==> src/hdl/bpagc_pkg.sv <==
// Package for the block pool allocator with mark-count collection.
// Holds sizes, codes, payload structs and the controller/datapath interface.
// No dependencies.
`default_nettype none
package bpagc_pkg;

    localparam int MAX_BLOCKS      = 16;
    localparam int MAX_BLOCK_SLOTS = 1024;
    localparam int BLK_W           = 4;
    localparam int CNT_W           = 5;
    localparam int SLOT_W          = 11;
    localparam int TOTAL_W         = 15;

    localparam logic [SLOT_W-1:0] MIN_SLOTS_RESET = 11'd128;
    localparam logic [SLOT_W-1:0] MARK_MAX        = 11'd2047;
    localparam logic [SLOT_W-1:0] SLOTS_LIMIT     = 11'd1024;
    localparam logic [CNT_W-1:0]  NO_BLOCK        = 5'h1F;
    localparam logic [CNT_W-1:0]  POOL_SIZE       = 5'd16;
    localparam logic [CNT_W-1:0]  GUARD_LIMIT     = 5'd16;

    typedef enum logic [1:0] {
        KIND_ALLOC   = 2'd0,
        KIND_VISIT   = 2'd1,
        KIND_COLLECT = 2'd2,
        KIND_NONE    = 2'd3
    } kind_t;

    typedef enum logic [1:0] {
        ST_OK        = 2'd0,
        ST_EXHAUSTED = 2'd1,
        ST_TOO_LONG  = 2'd2
    } status_code_t;

    typedef struct packed {
        logic [1:0]  kind;
        logic [10:0] alloc_length;
        logic [3:0]  visit_block;
    } item_t;

    typedef struct packed {
        logic [1:0]  status;
        logic [3:0]  block_index;
        logic [9:0]  slot_offset;
        logic [14:0] freed_total;
    } result_t;

    typedef enum logic [3:0] {
        OP_IDLE,
        OP_LOAD,
        OP_A_INIT,
        OP_A_HEAD,
        OP_A_WALK,
        OP_A_UNLINK,
        OP_VISIT,
        OP_C_START,
        OP_C_STEP,
        OP_ERR1,
        OP_ERR2,
        OP_EMIT
    } dp_op_t;

    typedef enum logic [3:0] {
        S_IDLE,
        S_DECODE,
        S_A_INIT,
        S_A_HEAD,
        S_A_WALK,
        S_A_UNLINK,
        S_VISIT,
        S_C_START,
        S_C_STEP,
        S_EMIT
    } state_t;

    typedef struct packed {
        dp_op_t op;
    } cmd_t;

    typedef struct packed {
        logic [1:0] kind;
        logic       too_long;
        logic       head_bad;
        logic       pool_full;
        logic       fits;
        logic       fill;
        logic       walk_fail;
        logic       coll_last;
        logic       out_free;
    } dp_stat_t;

endpackage
`default_nettype wire

==> src/hdl/bpagc_ctrl.sv <==
// Controller state machine for the block pool allocator.
// Sequences datapath operations; depends on bpagc_pkg.
`default_nettype none
module bpagc_ctrl (
    input  wire logic               clk,
    input  wire logic               rst_n,
    input  wire logic               item_valid,
    output logic                    item_stall,
    input  wire bpagc_pkg::dp_stat_t stat,
    output bpagc_pkg::cmd_t         cmd
);

    bpagc_pkg::state_t state_reg;
    bpagc_pkg::state_t state_next;

    always_ff @(posedge clk or negedge rst_n)
    begin
        if (!rst_n)
        begin
            state_reg <= bpagc_pkg::S_IDLE;
        end
        else
        begin
            state_reg <= state_next;
        end
    end

    always_comb
    begin
        state_next = state_reg;
        unique case (state_reg)
            bpagc_pkg::S_IDLE:
            begin
                if (item_valid)
                begin
                    state_next = bpagc_pkg::S_DECODE;
                end
            end
            bpagc_pkg::S_DECODE:
            begin
                unique case (stat.kind)
                    bpagc_pkg::KIND_ALLOC:   state_next = bpagc_pkg::S_A_INIT;
                    bpagc_pkg::KIND_VISIT:   state_next = bpagc_pkg::S_VISIT;
                    bpagc_pkg::KIND_COLLECT: state_next = bpagc_pkg::S_C_START;
                    default:                 state_next = bpagc_pkg::S_EMIT;
                endcase
            end
            bpagc_pkg::S_A_INIT:
            begin
                state_next = stat.too_long ? bpagc_pkg::S_EMIT : bpagc_pkg::S_A_HEAD;
            end
            bpagc_pkg::S_A_HEAD:
            begin
                state_next = bpagc_pkg::S_A_WALK;
                if (stat.head_bad && stat.pool_full)
                begin
                    state_next = bpagc_pkg::S_EMIT;
                end
            end
            bpagc_pkg::S_A_WALK:
            begin
                priority if (stat.fits)
                begin
                    state_next = stat.fill ? bpagc_pkg::S_A_UNLINK : bpagc_pkg::S_EMIT;
                end
                else if (stat.walk_fail)
                begin
                    state_next = bpagc_pkg::S_EMIT;
                end
                else
                begin
                    state_next = bpagc_pkg::S_A_WALK;
                end
            end
            bpagc_pkg::S_A_UNLINK: state_next = bpagc_pkg::S_EMIT;
            bpagc_pkg::S_VISIT:    state_next = bpagc_pkg::S_EMIT;
            bpagc_pkg::S_C_START:  state_next = bpagc_pkg::S_C_STEP;
            bpagc_pkg::S_C_STEP:
            begin
                if (stat.coll_last)
                begin
                    state_next = bpagc_pkg::S_EMIT;
                end
            end
            bpagc_pkg::S_EMIT:
            begin
                if (stat.out_free)
                begin
                    state_next = bpagc_pkg::S_IDLE;
                end
            end
            default: state_next = bpagc_pkg::S_IDLE;
        endcase
    end

    always_comb
    begin
        cmd.op     = bpagc_pkg::OP_IDLE;
        item_stall = 1'b1;
        unique case (state_reg)
            bpagc_pkg::S_IDLE:
            begin
                item_stall = 1'b0;
                if (item_valid)
                begin
                    cmd.op = bpagc_pkg::OP_LOAD;
                end
            end
            bpagc_pkg::S_A_INIT:
            begin
                cmd.op = stat.too_long ? bpagc_pkg::OP_ERR2 : bpagc_pkg::OP_A_INIT;
            end
            bpagc_pkg::S_A_HEAD:
            begin
                cmd.op = (stat.head_bad && stat.pool_full) ? bpagc_pkg::OP_ERR1
                                                           : bpagc_pkg::OP_A_HEAD;
            end
            bpagc_pkg::S_A_WALK:
            begin
                cmd.op = (!stat.fits && stat.walk_fail) ? bpagc_pkg::OP_ERR1
                                                        : bpagc_pkg::OP_A_WALK;
            end
            bpagc_pkg::S_A_UNLINK: cmd.op = bpagc_pkg::OP_A_UNLINK;
            bpagc_pkg::S_VISIT:    cmd.op = bpagc_pkg::OP_VISIT;
            bpagc_pkg::S_C_START:  cmd.op = bpagc_pkg::OP_C_START;
            bpagc_pkg::S_C_STEP:
            begin
                if (!stat.coll_last)
                begin
                    cmd.op = bpagc_pkg::OP_C_STEP;
                end
            end
            bpagc_pkg::S_EMIT:
            begin
                if (stat.out_free)
                begin
                    cmd.op = bpagc_pkg::OP_EMIT;
                end
            end
            default: cmd.op = bpagc_pkg::OP_IDLE;
        endcase
    end

endmodule
`default_nettype wire

==> src/hdl/bpagc_dp.sv <==
// Datapath for the block pool allocator: block tables, free list, result register.
// Executes controller operations; depends on bpagc_pkg.
`default_nettype none
module bpagc_dp (
    input  wire logic                clk,
    input  wire logic                rst_n,
    input  wire bpagc_pkg::item_t    item,
    input  wire logic                cfg_valid,
    input  wire logic [10:0]         cfg_data,
    input  wire bpagc_pkg::cmd_t     cmd,
    output bpagc_pkg::dp_stat_t      stat,
    output logic                     result_valid,
    input  wire logic                result_stall,
    output bpagc_pkg::result_t       result
);

    localparam int NB = bpagc_pkg::MAX_BLOCKS;

    logic [10:0] size_reg   [NB];
    logic [10:0] used_reg   [NB];
    logic [10:0] freed_reg  [NB];
    logic [10:0] marks_reg  [NB];
    logic [4:0]  link_reg   [NB];
    logic        listed_reg [NB];

    logic [4:0]  created_reg;
    logic [4:0]  head_reg;
    logic [10:0] min_reg;
    logic [1:0]  kind_reg;
    logic [10:0] len_reg;
    logic [3:0]  vb_reg;
    logic [3:0]  cur_reg;
    logic [3:0]  prev_reg;
    logic        prev_valid_reg;
    logic [4:0]  guard_reg;
    logic [4:0]  ci_reg;
    logic [1:0]  status_reg;
    logic [3:0]  blk_reg;
    logic [9:0]  off_reg;
    logic [14:0] total_reg;
    logic        out_valid_reg;
    bpagc_pkg::result_t out_reg;

    logic [10:0] eff_min;
    logic [10:0] want;
    logic [11:0] sum;
    logic [4:0]  nxt;
    logic        nxt_bad;
    logic [3:0]  nb;
    logic [4:0]  ci_dec;
    logic [3:0]  cb;
    logic [10:0] live;
    logic [10:0] gone;
    logic [10:0] nf;
    logic [4:0]  nl;
    logic [4:0]  uh;

    always_comb
    begin
        eff_min = min_reg;
        if (min_reg == 11'd0)
        begin
            eff_min = 11'd1;
        end
        else if (min_reg > bpagc_pkg::SLOTS_LIMIT)
        begin
            eff_min = bpagc_pkg::SLOTS_LIMIT;
        end
        want    = (len_reg > eff_min) ? len_reg : eff_min;
        sum     = {1'b0, used_reg[cur_reg]} + {1'b0, len_reg};
        nxt     = link_reg[cur_reg];
        nxt_bad = nxt >= created_reg;
        nb      = created_reg[3:0];
        ci_dec  = ci_reg - 5'd1;
        cb      = ci_dec[3:0];
        live    = used_reg[cb] - freed_reg[cb];
        gone    = (live > marks_reg[cb]) ? (live - marks_reg[cb]) : 11'd0;
        nf      = freed_reg[cb] + gone;
        nl      = link_reg[cur_reg];
        uh      = prev_valid_reg ? head_reg : nl;
    end

    always_comb
    begin
        stat.kind      = kind_reg;
        stat.too_long  = len_reg > bpagc_pkg::SLOTS_LIMIT;
        stat.head_bad  = head_reg >= created_reg;
        stat.pool_full = created_reg == bpagc_pkg::POOL_SIZE;
        stat.fits      = !({1'b0, size_reg[cur_reg]} < sum);
        stat.fill      = sum == {1'b0, size_reg[cur_reg]};
        stat.walk_fail = (guard_reg > bpagc_pkg::GUARD_LIMIT)
                         || (nxt_bad && (created_reg == bpagc_pkg::POOL_SIZE));
        stat.coll_last = ci_reg == 5'd0;
        stat.out_free  = !out_valid_reg || !result_stall;
    end

    always_ff @(posedge clk or negedge rst_n)
    begin
        if (!rst_n)
        begin
            for (int i = 0; i < NB; i++)
            begin
                size_reg[i]   <= 11'd0;
                used_reg[i]   <= 11'd0;
                freed_reg[i]  <= 11'd0;
                marks_reg[i]  <= 11'd0;
                link_reg[i]   <= bpagc_pkg::NO_BLOCK;
                listed_reg[i] <= 1'b0;
            end
            created_reg    <= 5'd0;
            head_reg       <= bpagc_pkg::NO_BLOCK;
            min_reg        <= bpagc_pkg::MIN_SLOTS_RESET;
            kind_reg       <= 2'd0;
            len_reg        <= 11'd0;
            vb_reg         <= 4'd0;
            cur_reg        <= 4'd0;
            prev_reg       <= 4'd0;
            prev_valid_reg <= 1'b0;
            guard_reg      <= 5'd0;
            ci_reg         <= 5'd0;
            status_reg     <= 2'd0;
            blk_reg        <= 4'd0;
            off_reg        <= 10'd0;
            total_reg      <= 15'd0;
            out_valid_reg  <= 1'b0;
            out_reg        <= '0;
        end
        else
        begin
            if (cfg_valid)
            begin
                min_reg <= cfg_data;
            end
            if (cmd.op == bpagc_pkg::OP_EMIT)
            begin
                out_valid_reg <= 1'b1;
            end
            else if (out_valid_reg && !result_stall)
            begin
                out_valid_reg <= 1'b0;
            end
            unique case (cmd.op)
                bpagc_pkg::OP_LOAD:
                begin
                    kind_reg   <= item.kind;
                    len_reg    <= item.alloc_length;
                    vb_reg     <= item.visit_block;
                    status_reg <= bpagc_pkg::ST_OK;
                    blk_reg    <= 4'd0;
                    off_reg    <= 10'd0;
                    total_reg  <= 15'd0;
                end
                bpagc_pkg::OP_A_INIT:
                begin
                    if (created_reg == 5'd0)
                    begin
                        size_reg[0]   <= eff_min;
                        used_reg[0]   <= 11'd0;
                        freed_reg[0]  <= 11'd0;
                        marks_reg[0]  <= 11'd0;
                        link_reg[0]   <= bpagc_pkg::NO_BLOCK;
                        listed_reg[0] <= 1'b1;
                        head_reg      <= 5'd0;
                        created_reg   <= 5'd1;
                    end
                end
                bpagc_pkg::OP_A_HEAD:
                begin
                    prev_valid_reg <= 1'b0;
                    guard_reg      <= 5'd0;
                    if (head_reg >= created_reg)
                    begin
                        size_reg[nb]   <= want;
                        used_reg[nb]   <= 11'd0;
                        freed_reg[nb]  <= 11'd0;
                        marks_reg[nb]  <= 11'd0;
                        link_reg[nb]   <= bpagc_pkg::NO_BLOCK;
                        listed_reg[nb] <= 1'b1;
                        head_reg       <= created_reg;
                        cur_reg        <= nb;
                        created_reg    <= created_reg + 5'd1;
                    end
                    else
                    begin
                        cur_reg <= head_reg[3:0];
                    end
                end
                bpagc_pkg::OP_A_WALK:
                begin
                    if (stat.fits)
                    begin
                        blk_reg           <= cur_reg;
                        off_reg           <= used_reg[cur_reg][9:0];
                        used_reg[cur_reg] <= sum[10:0];
                    end
                    else
                    begin
                        prev_reg       <= cur_reg;
                        prev_valid_reg <= 1'b1;
                        guard_reg      <= guard_reg + 5'd1;
                        if (nxt_bad)
                        begin
                            size_reg[nb]      <= want;
                            used_reg[nb]      <= 11'd0;
                            freed_reg[nb]     <= 11'd0;
                            marks_reg[nb]     <= 11'd0;
                            link_reg[nb]      <= bpagc_pkg::NO_BLOCK;
                            listed_reg[nb]    <= 1'b1;
                            link_reg[cur_reg] <= created_reg;
                            cur_reg           <= nb;
                            created_reg       <= created_reg + 5'd1;
                        end
                        else
                        begin
                            cur_reg <= nxt[3:0];
                        end
                    end
                end
                bpagc_pkg::OP_A_UNLINK:
                begin
                    if (prev_valid_reg)
                    begin
                        link_reg[prev_reg] <= nl;
                    end
                    else
                    begin
                        head_reg <= nl;
                    end
                    link_reg[cur_reg]   <= bpagc_pkg::NO_BLOCK;
                    listed_reg[cur_reg] <= 1'b0;
                    if (uh == bpagc_pkg::NO_BLOCK && created_reg != bpagc_pkg::POOL_SIZE)
                    begin
                        size_reg[nb]   <= eff_min;
                        used_reg[nb]   <= 11'd0;
                        freed_reg[nb]  <= 11'd0;
                        marks_reg[nb]  <= 11'd0;
                        link_reg[nb]   <= bpagc_pkg::NO_BLOCK;
                        listed_reg[nb] <= 1'b1;
                        head_reg       <= created_reg;
                        created_reg    <= created_reg + 5'd1;
                    end
                end
                bpagc_pkg::OP_VISIT:
                begin
                    if ({1'b0, vb_reg} < created_reg && marks_reg[vb_reg] != bpagc_pkg::MARK_MAX)
                    begin
                        marks_reg[vb_reg] <= marks_reg[vb_reg] + 11'd1;
                    end
                end
                bpagc_pkg::OP_C_START:
                begin
                    ci_reg <= created_reg;
                end
                bpagc_pkg::OP_C_STEP:
                begin
                    ci_reg        <= ci_dec;
                    marks_reg[cb] <= 11'd0;
                    if (gone != 11'd0)
                    begin
                        total_reg <= total_reg + {4'd0, gone};
                        if (nf == size_reg[cb])
                        begin
                            used_reg[cb]  <= 11'd0;
                            freed_reg[cb] <= 11'd0;
                            if (!listed_reg[cb])
                            begin
                                link_reg[cb]   <= head_reg;
                                head_reg       <= {1'b0, cb};
                                listed_reg[cb] <= 1'b1;
                            end
                        end
                        else
                        begin
                            freed_reg[cb] <= nf;
                        end
                    end
                end
                bpagc_pkg::OP_ERR1:
                begin
                    status_reg <= bpagc_pkg::ST_EXHAUSTED;
                end
                bpagc_pkg::OP_ERR2:
                begin
                    status_reg <= bpagc_pkg::ST_TOO_LONG;
                end
                bpagc_pkg::OP_EMIT:
                begin
                    out_reg.status      <= status_reg;
                    out_reg.block_index <= blk_reg;
                    out_reg.slot_offset <= off_reg;
                    out_reg.freed_total <= total_reg;
                end
                default:
                begin
                end
            endcase
        end
    end

    assign result_valid = out_valid_reg;
    assign result       = out_reg;

endmodule
`default_nettype wire

==> src/hdl/block_pool_allocator_mark_gc_top.sv <==
// Visit bumps the block's mark count; an unused kind goes straight to the result. Allocate
//   checks the length, then the free-list head, walks the free list block by block and may
//   unlink a filled block; collect steps through every created block. Throughput: one item
//   at a time; the next transfer is taken only after the result is registered, later on stall.
// Reset clears all block tables and the free list and sets min_block_slots to 128;
//   no clearing pass follows. Depends on bpagc_pkg, bpagc_ctrl and bpagc_dp.
`default_nettype none
module block_pool_allocator_mark_gc_top (
    input  wire logic               clk,
    input  wire logic               rst_n,
    input  wire logic               item_valid,
    output logic                    item_stall,
    input  wire bpagc_pkg::item_t   item,
    output logic                    result_valid,
    input  wire logic               result_stall,
    output bpagc_pkg::result_t      result,
    input  wire logic               cfg_valid,
    output logic                    cfg_ready,
    input  wire logic [10:0]        cfg_data
);

    bpagc_pkg::cmd_t     cmd;
    bpagc_pkg::dp_stat_t stat;

    assign cfg_ready = 1'b1;

    bpagc_ctrl u_ctrl (
        .clk        (clk),
        .rst_n      (rst_n),
        .item_valid (item_valid),
        .item_stall (item_stall),
        .stat       (stat),
        .cmd        (cmd)
    );

    bpagc_dp u_dp (
        .clk          (clk),
        .rst_n        (rst_n),
        .item         (item),
        .cfg_valid    (cfg_valid),
        .cfg_data     (cfg_data),
        .cmd          (cmd),
        .stat         (stat),
        .result_valid (result_valid),
        .result_stall (result_stall),
        .result       (result)
    );

endmodule
`default_nettype wire
==> config.mk <==
export PLATFORM = sky130hd
export DESIGN_NAME = block_pool_allocator_mark_gc_top
export DESIGN_NICKNAME = d
export VERILOG_FILES = /design/src/hdl/bpagc_pkg.sv /design/src/hdl/bpagc_ctrl.sv /design/src/hdl/bpagc_dp.sv /design/src/hdl/block_pool_allocator_mark_gc_top.sv
export SDC_FILE = /design/constraint.sdc
export NUM_CORES = 2
export LEC_CHECK = 0
export BUFFER_PORTS_ARGS = -buffer_cell sky130_fd_sc_hd__clkbuf_2
export CORE_MARGIN = 2
export CORE_UTILIZATION = 55
export CTS_BUF_LIST = sky130_fd_sc_hd__clkbuf_16
export DETAILED_ROUTE_END_ITERATION = 10
export PLACE_DENSITY = 0.71
export SYNTH_ARGS = -nofsm -noshare
export SYNTH_HDL_FRONTEND = slang
export SYNTH_SLANG_ARGS = --single-unit
==> constraint.sdc <==
create_clock -name clk -period 25.7 [get_ports clk]
set_clock_uncertainty 0.2 [all_clocks]
set_input_delay 0 -clock clk [delete_from_list [all_inputs] [get_ports clk]]
set_output_delay 0 -clock clk [all_outputs]
set_load 0.02 [all_outputs]
* Yosys cells after proc, flatten, opt, wreduce, memory -nomap -nowiden *
Cells that the tools add are included.

word-level totals
  register bits after elaboration = 924
  latch bits = 0
  bits in writable memories = 0
  memory bits (read-only) = 0
  memories kept = 0

operators by class
  add/subtract/negate cells = 9
  multiply operators = 0
  div/mod/pow operators = 0
  $lt $le $gt $ge = 19
  equality and inequality tests = 42
  shifts and indexed selects = 0
  multiplexer cells = 164
  bitwise gates (word level) = 21
  reduce and logical (&&, ||, !) cells = 51

operators with widths
  cell                                        number
  176-bit two-way mux                         21
  165-bit case mux with 4 select lines        2
  176-bit AND                                 6
  176-bit bitwise mux                         5
  165-bit case mux with 5 select lines        1
  80-bit two-way mux                          9
  165-bit case mux with 3 select lines        1
  176-bit NOT                                 2
  11-bit binary-select mux with 4-bit select  7
  75-bit case mux with 4 select lines         1
  11-bit two-way mux                          24
  80-bit bitwise mux                          3
  80-bit bitwise OR                           3
  11-bit demux with 4-bit select              4
  16-bit two-way mux                          7
  11-bit case mux with 5 select lines         2
  5-bit two-way mux                           20
  5-bit demux with 4-bit select               4
  4-bit case mux with 9 select lines          2
  4-bit two-way mux                           17
  11-bit case mux with 6 select lines         1
  15-bit case mux with 4 select lines         1
  16-bit bitwise OR                           3
  11-bit case mux with 4 select lines         1
  68 further kinds                            159

* Logic depth before layout (Yosys ltp) *
  word-level depth = 16
  gate-level depth with buffers = 56

* Cells and area by module *
A second synthesis with hierarchy kept.

second synthesis, totals
  cells, all modules = 4,861
  area total of the unflattened synthesis = 54,124.4 sq um

by module, submodules not included
  module                            instances  cells each  area each (sq um)
  bpagc_dp                          1          4,779       53,572.6
  bpagc_ctrl                        1          80          540.5
  block_pool_allocator_mark_gc_top  1          2           11.3

* Worst setup path before layout *
OpenSTA, ideal clock, no wires.

  path type = reg2reg
  start = register u_dp.ci_reg[0]
  end = register u_dp.link_reg[1] (netlist bit)
  data arrival time = 12,833 ps
  required time = 25,417 ps
  setup slack = 12,584 ps
  stages on the path, launching flop included = 54
  path buffers = 21
  clock period less this slack = 13,116 ps
  path through = dfrtp_1 -> buf_4 -> buf_6 -> buf_6 -> buf_4 -> buf_4 -> buf_4 -> buf_2 -> clkbuf_1 -> clkbuf_1 -> inv_1 -> ha_1 -> buf_2 -> buf_4 -> clkbuf_1 -> clkbuf_1 -> buf_1 -> buf_1 -> [18 not listed] -> clkbuf_1 -> nand2_1 -> nor2_1 -> ha_1 -> clkbuf_1 -> a21oi_1 -> nand2_1 -> nand3_1 -> nor3_1 -> a31oi_1 -> o2111ai_1 -> or4_1 -> nor4_4 -> a31oi_1 -> or3b_1 -> buf_2 -> buf_2 -> o32a_1

on the way
  longest elaborated chain between the ends = 12
  elaborated cells between the ends (all ways) = 49
  those cells by class = add/sub (4); order compare (3); eq/ne (11); mux (25); bitwise (1); reduce/logical (5)

RTL lines
  element                                                               RTL line                        RTL
  start, declared                                                       bpagc_dp.sv:36                  logic [4:0] ci_reg;
  start signal, assigned                                                bpagc_dp.sv:252                 ci_reg <= created_reg;
  start signal, assigned                                                bpagc_dp.sv:256                 ci_reg <= ci_dec;
  5-bit by 1-bit subtractor with 5-bit output                           bpagc_dp.sv:74                  ci_dec = ci_reg - 5'd1;
  4-bit NOT with 5-bit output (implied by the code)                     --
  11-bit binary-select mux with 4-bit select, on equally long branches  bpagc_dp.sv:76, bpagc_dp.sv:78
  11-bit two-way mux, on equally long branches (2 in series)            bpagc_dp.sv:76, bpagc_dp.sv:78
  11-bit subtractor                                                     bpagc_dp.sv:76                  live = used_reg[cb] - freed_reg[cb];
  11-bit subtractor or 11-bit greater-than comparator (tied branches)   bpagc_dp.sv:77                  gone = (live > marks_reg[cb]) ? (live - marks_reg[cb]) : 11'd0;
  11-bit two-way mux                                                    bpagc_dp.sv:77
  11-bit adder                                                          bpagc_dp.sv:78                  nf = freed_reg[cb] + gone;
  11-bit equality test                                                  bpagc_dp.sv:261                 if (nf == size_reg[cb])
  2-bit by 1-bit != test with 1-bit output (no source line)             --
  7-bit AND reduction (no source line)                                  --
  end signal, assigned by index                                         bpagc_dp.sv:107                 link_reg[i] <= bpagc_pkg::NO_BLOCK;
  end signal, assigned by index                                         bpagc_dp.sv:237                 link_reg[nb] <= bpagc_pkg::NO_BLOCK;
  end signal, assigned by index                                         bpagc_dp.sv:267                 link_reg[cb] <= head_reg;
  end, declared                                                         bpagc_dp.sv:23                  logic [4:0] link_reg [NB];

Parallel ways exist; a longest one is shown, timed or not. The select of a mux whose other input is x is not followed.
A chain may end at the register's enable or synchronous reset.

* Final worst setup path *
Same ends and word-level chain as after synthesis.

==> run summary <==
Number of flops mapped to enable cells by yosys -> 0
Total wire length -> 205 mm
Die Ht -> 322 um
Fmax -> 79.0 MHz
Cts repair resizes -> 0
GRT Total Usage -> 39.4%
Fin Setup TNS -> 0 ns
Top cell type's share of synthesized area -> 37.6%
Most common cell after layout, fill and taps aside -> dfrtp_1
Area delta synth->final -> 10.3%
Slew Limit Fails -> 0
Most used flip-flop cell after synthesis -> dfrtp_1
Starting DRT DRC Count -> 7648
Top post-synthesis cells by area -> dfrtp_1 (38%), mux4_2 (15%), nand2_1 (4.2%)
Worst min-delay path category -> in2reg
Clock Path Buffers -> 3
Critical path's largest stage delay -> 0.86 ns
Drt drc -> 0
Chip Width -> 322 um
Row cnt -> 116
Critical-path top delay cell -> dfrtp_4
Pre-CTS setup slack -> 13.29 ns
Min cycle time layout -> 12.66 ns
Initial antenna violation count -> 8
Register area share after synthesis -> 41.7%
CP endpoint kind -> flip-flop
Starting density of the core -> 55.6%
Most Frequent Cell on Critical Path -> a21oi_1
CP max FO -> 75
Commonest non-fill, non-tap cells in the layout -> dfrtp_1 (831), nand2_1 (623), o21ai_0 (390), mux4_2 (374), a21oi_1 (361)
Setup ws final -> 13.04 ns
Port Buf Inserts -> 65
Ports -> 67
Number of nets still failing antenna checks after routing -> 0
# fillers -> 7960
CP Launch Type -> flip-flop
Clk root buf -> clkbuf_16
Yosys reg bits -> 924
Average wire per standard cell -> 30.7 um
Core ar. -> 100000 um^2
Final setup fails -> 0
Leading area contributor after synthesis -> dfrtp_1
Placed wire-length estimate -> 132 mm
H-tree lvl count -> 3
Largest net degree at the start of global routing -> 103
Fin. Hold Viols -> 0
Max Cap Violations -> 0
Status -> complete, no violations
WP data arrival -> 13.09 ns
CTS clk-pin slew, worst paths -> 0.07 ns
Nets -> 5367
Final Cycle Share -> 49.3%
Num CTS Buffers -> 102
First-pass GRT wire length -> 308 mm
CTS sink count -> 924
Number of global-route vias before repair -> 47800
Worst skew pair latency -> 0.75 ns
TritonCTS clock tree -> done
WS Path Type -> reg2reg
Share of layout cells above drive strength 1 -> 17.2%
Worst hold margin -> 0.0695 ns
TritonRoute pass-1 iters -> 8
Vias per cell -> 7.36
Req. time, crit path -> 26.13 ns
RD Place Congestion -> 0.990
Vias -> 49100
Unique masters post-synth -> 78
Least-Margin Pin Slew -> 1.42 ns
WP buf/inv -> 6
Mapped Nets -> 5449
RSZ-0062 raised after global routing -> false
Kind of cell adding the most delay to the critical path -> simple AND/OR/NAND/NOR gates
Slew headroom -> 4.18%
Synthesized area -> 55800 um^2
Die footprint -> 104000 um^2
Ys async rst share -> 100%
Synth warn -> 0
Post-Syn Instances -> 5311
Final core utilization -> 61.3%
Remaining global-route overflow -> 0
Avg Cell Area, Syn -> 10.5 um^2
-- cell usage after synthesis, types with 86 or more instances --
| library cell | number |
|---|---|
| a22o_1 | 195 |
| mux4_2 | 374 |
| nor3_1 | 102 |
| o2bb2ai_1 | 161 |
| nor2_1 | 252 |
| clkbuf_1 | 406 |
| dfstp_2 | 86 |
| nand2_1 | 624 |
| and3_1 | 166 |
| o21ai_0 | 392 |
| o22ai_1 | 138 |
| ha_1 | 100 |
| mux2i_1 | 177 |
| dfrtp_1 | 838 |
| a21oi_1 | 363 |
-- layer usage --
layer / share of wire (%) / routed length (um) / track usage [%] / vias up
li1: - / - / - / 20000
met1: 36 / 74800 / 51.7 / 24400
met2: 43 / 88500 / 56.4 / 3790
met3: 14 / 28700 / 15.0 / 916
met4: 6.4 / 13100 / 21.6 / 12
met5: 0.040 / 82 / 0.0926 / -
-- through the flow --
stage	std cells	area [um^2]
6_report	6672	61500
5_1_grt	6667	61500
4_1_cts	6667	61500
3_5_place_dp	6374	57100
3_3_place_gp	6374	57100
2_1_floorplan	5311	55800
-- timing repair --
action | CTS | global route
hold buffers | 108 | 0
setup buffers | 0 | 0
hold endpoints to repair | 188 | 0
-- worst paths after layout --
kind | slack (ns) | cells past startpoint | end | startpoint
min reg2reg | 0.28 | 2 | u_dp.freed_reg[37] | u_dp.freed_reg[37]
max | 13.04 | 37 | u_dp.link_reg[1] | u_dp.ci_reg[0]
min in group asynchronous | 0.34 | 4 | u_dp.result[7] | rst_n
min | 0.07 | 3 | u_dp.min_reg[10] | cfg_valid
max reg2reg | 13.04 | 37 | u_dp.link_reg[1] | u_dp.ci_reg[0]
max in group asynchronous | 21.66 | 7 | u_dp.size_reg[25] | rst_n
-- area by class of cell --
cell class              count  area (um^2)  share of cell area, %
clock buffers             103         2580                   4.19
clock inverters            82          753                   1.22
inverters                  73          274                  0.446
well taps                1357         1700                   2.76
flip-flops and latches    924        23200                   37.8
repair buffers            311         2480                   4.04
diodes                      5         12.5                 0.0203
multi-input cells        3817        30500                   49.5
-- cells by family after synthesis --
logic type	synth area share (%)
muxes	19.5
other	0.00672
AOI/OAI and AO/OA	20.0
and+or+nand+nor	11.2
xor gates and xnor gates	1.27
buffers and inverters	3.94
adders and majority gates	2.42
DFF	41.7
-- worst reg2reg max path, delay by kind of cell, from the launching register on --
kind                       cells  cell delay, ns
AOI/OAI and AO/OA             14            3.06
xor gates and xnor gates       2            0.73
and+or+nand+nor               10            3.19
DFF                            1            0.86
buffers and inverters          6            2.61
adders and majority gates      4            1.36
muxes                          1            0.56
Power is not shown: default switching activity piles up to over one toggle a cycle in this logic, so the estimate is an artifact.
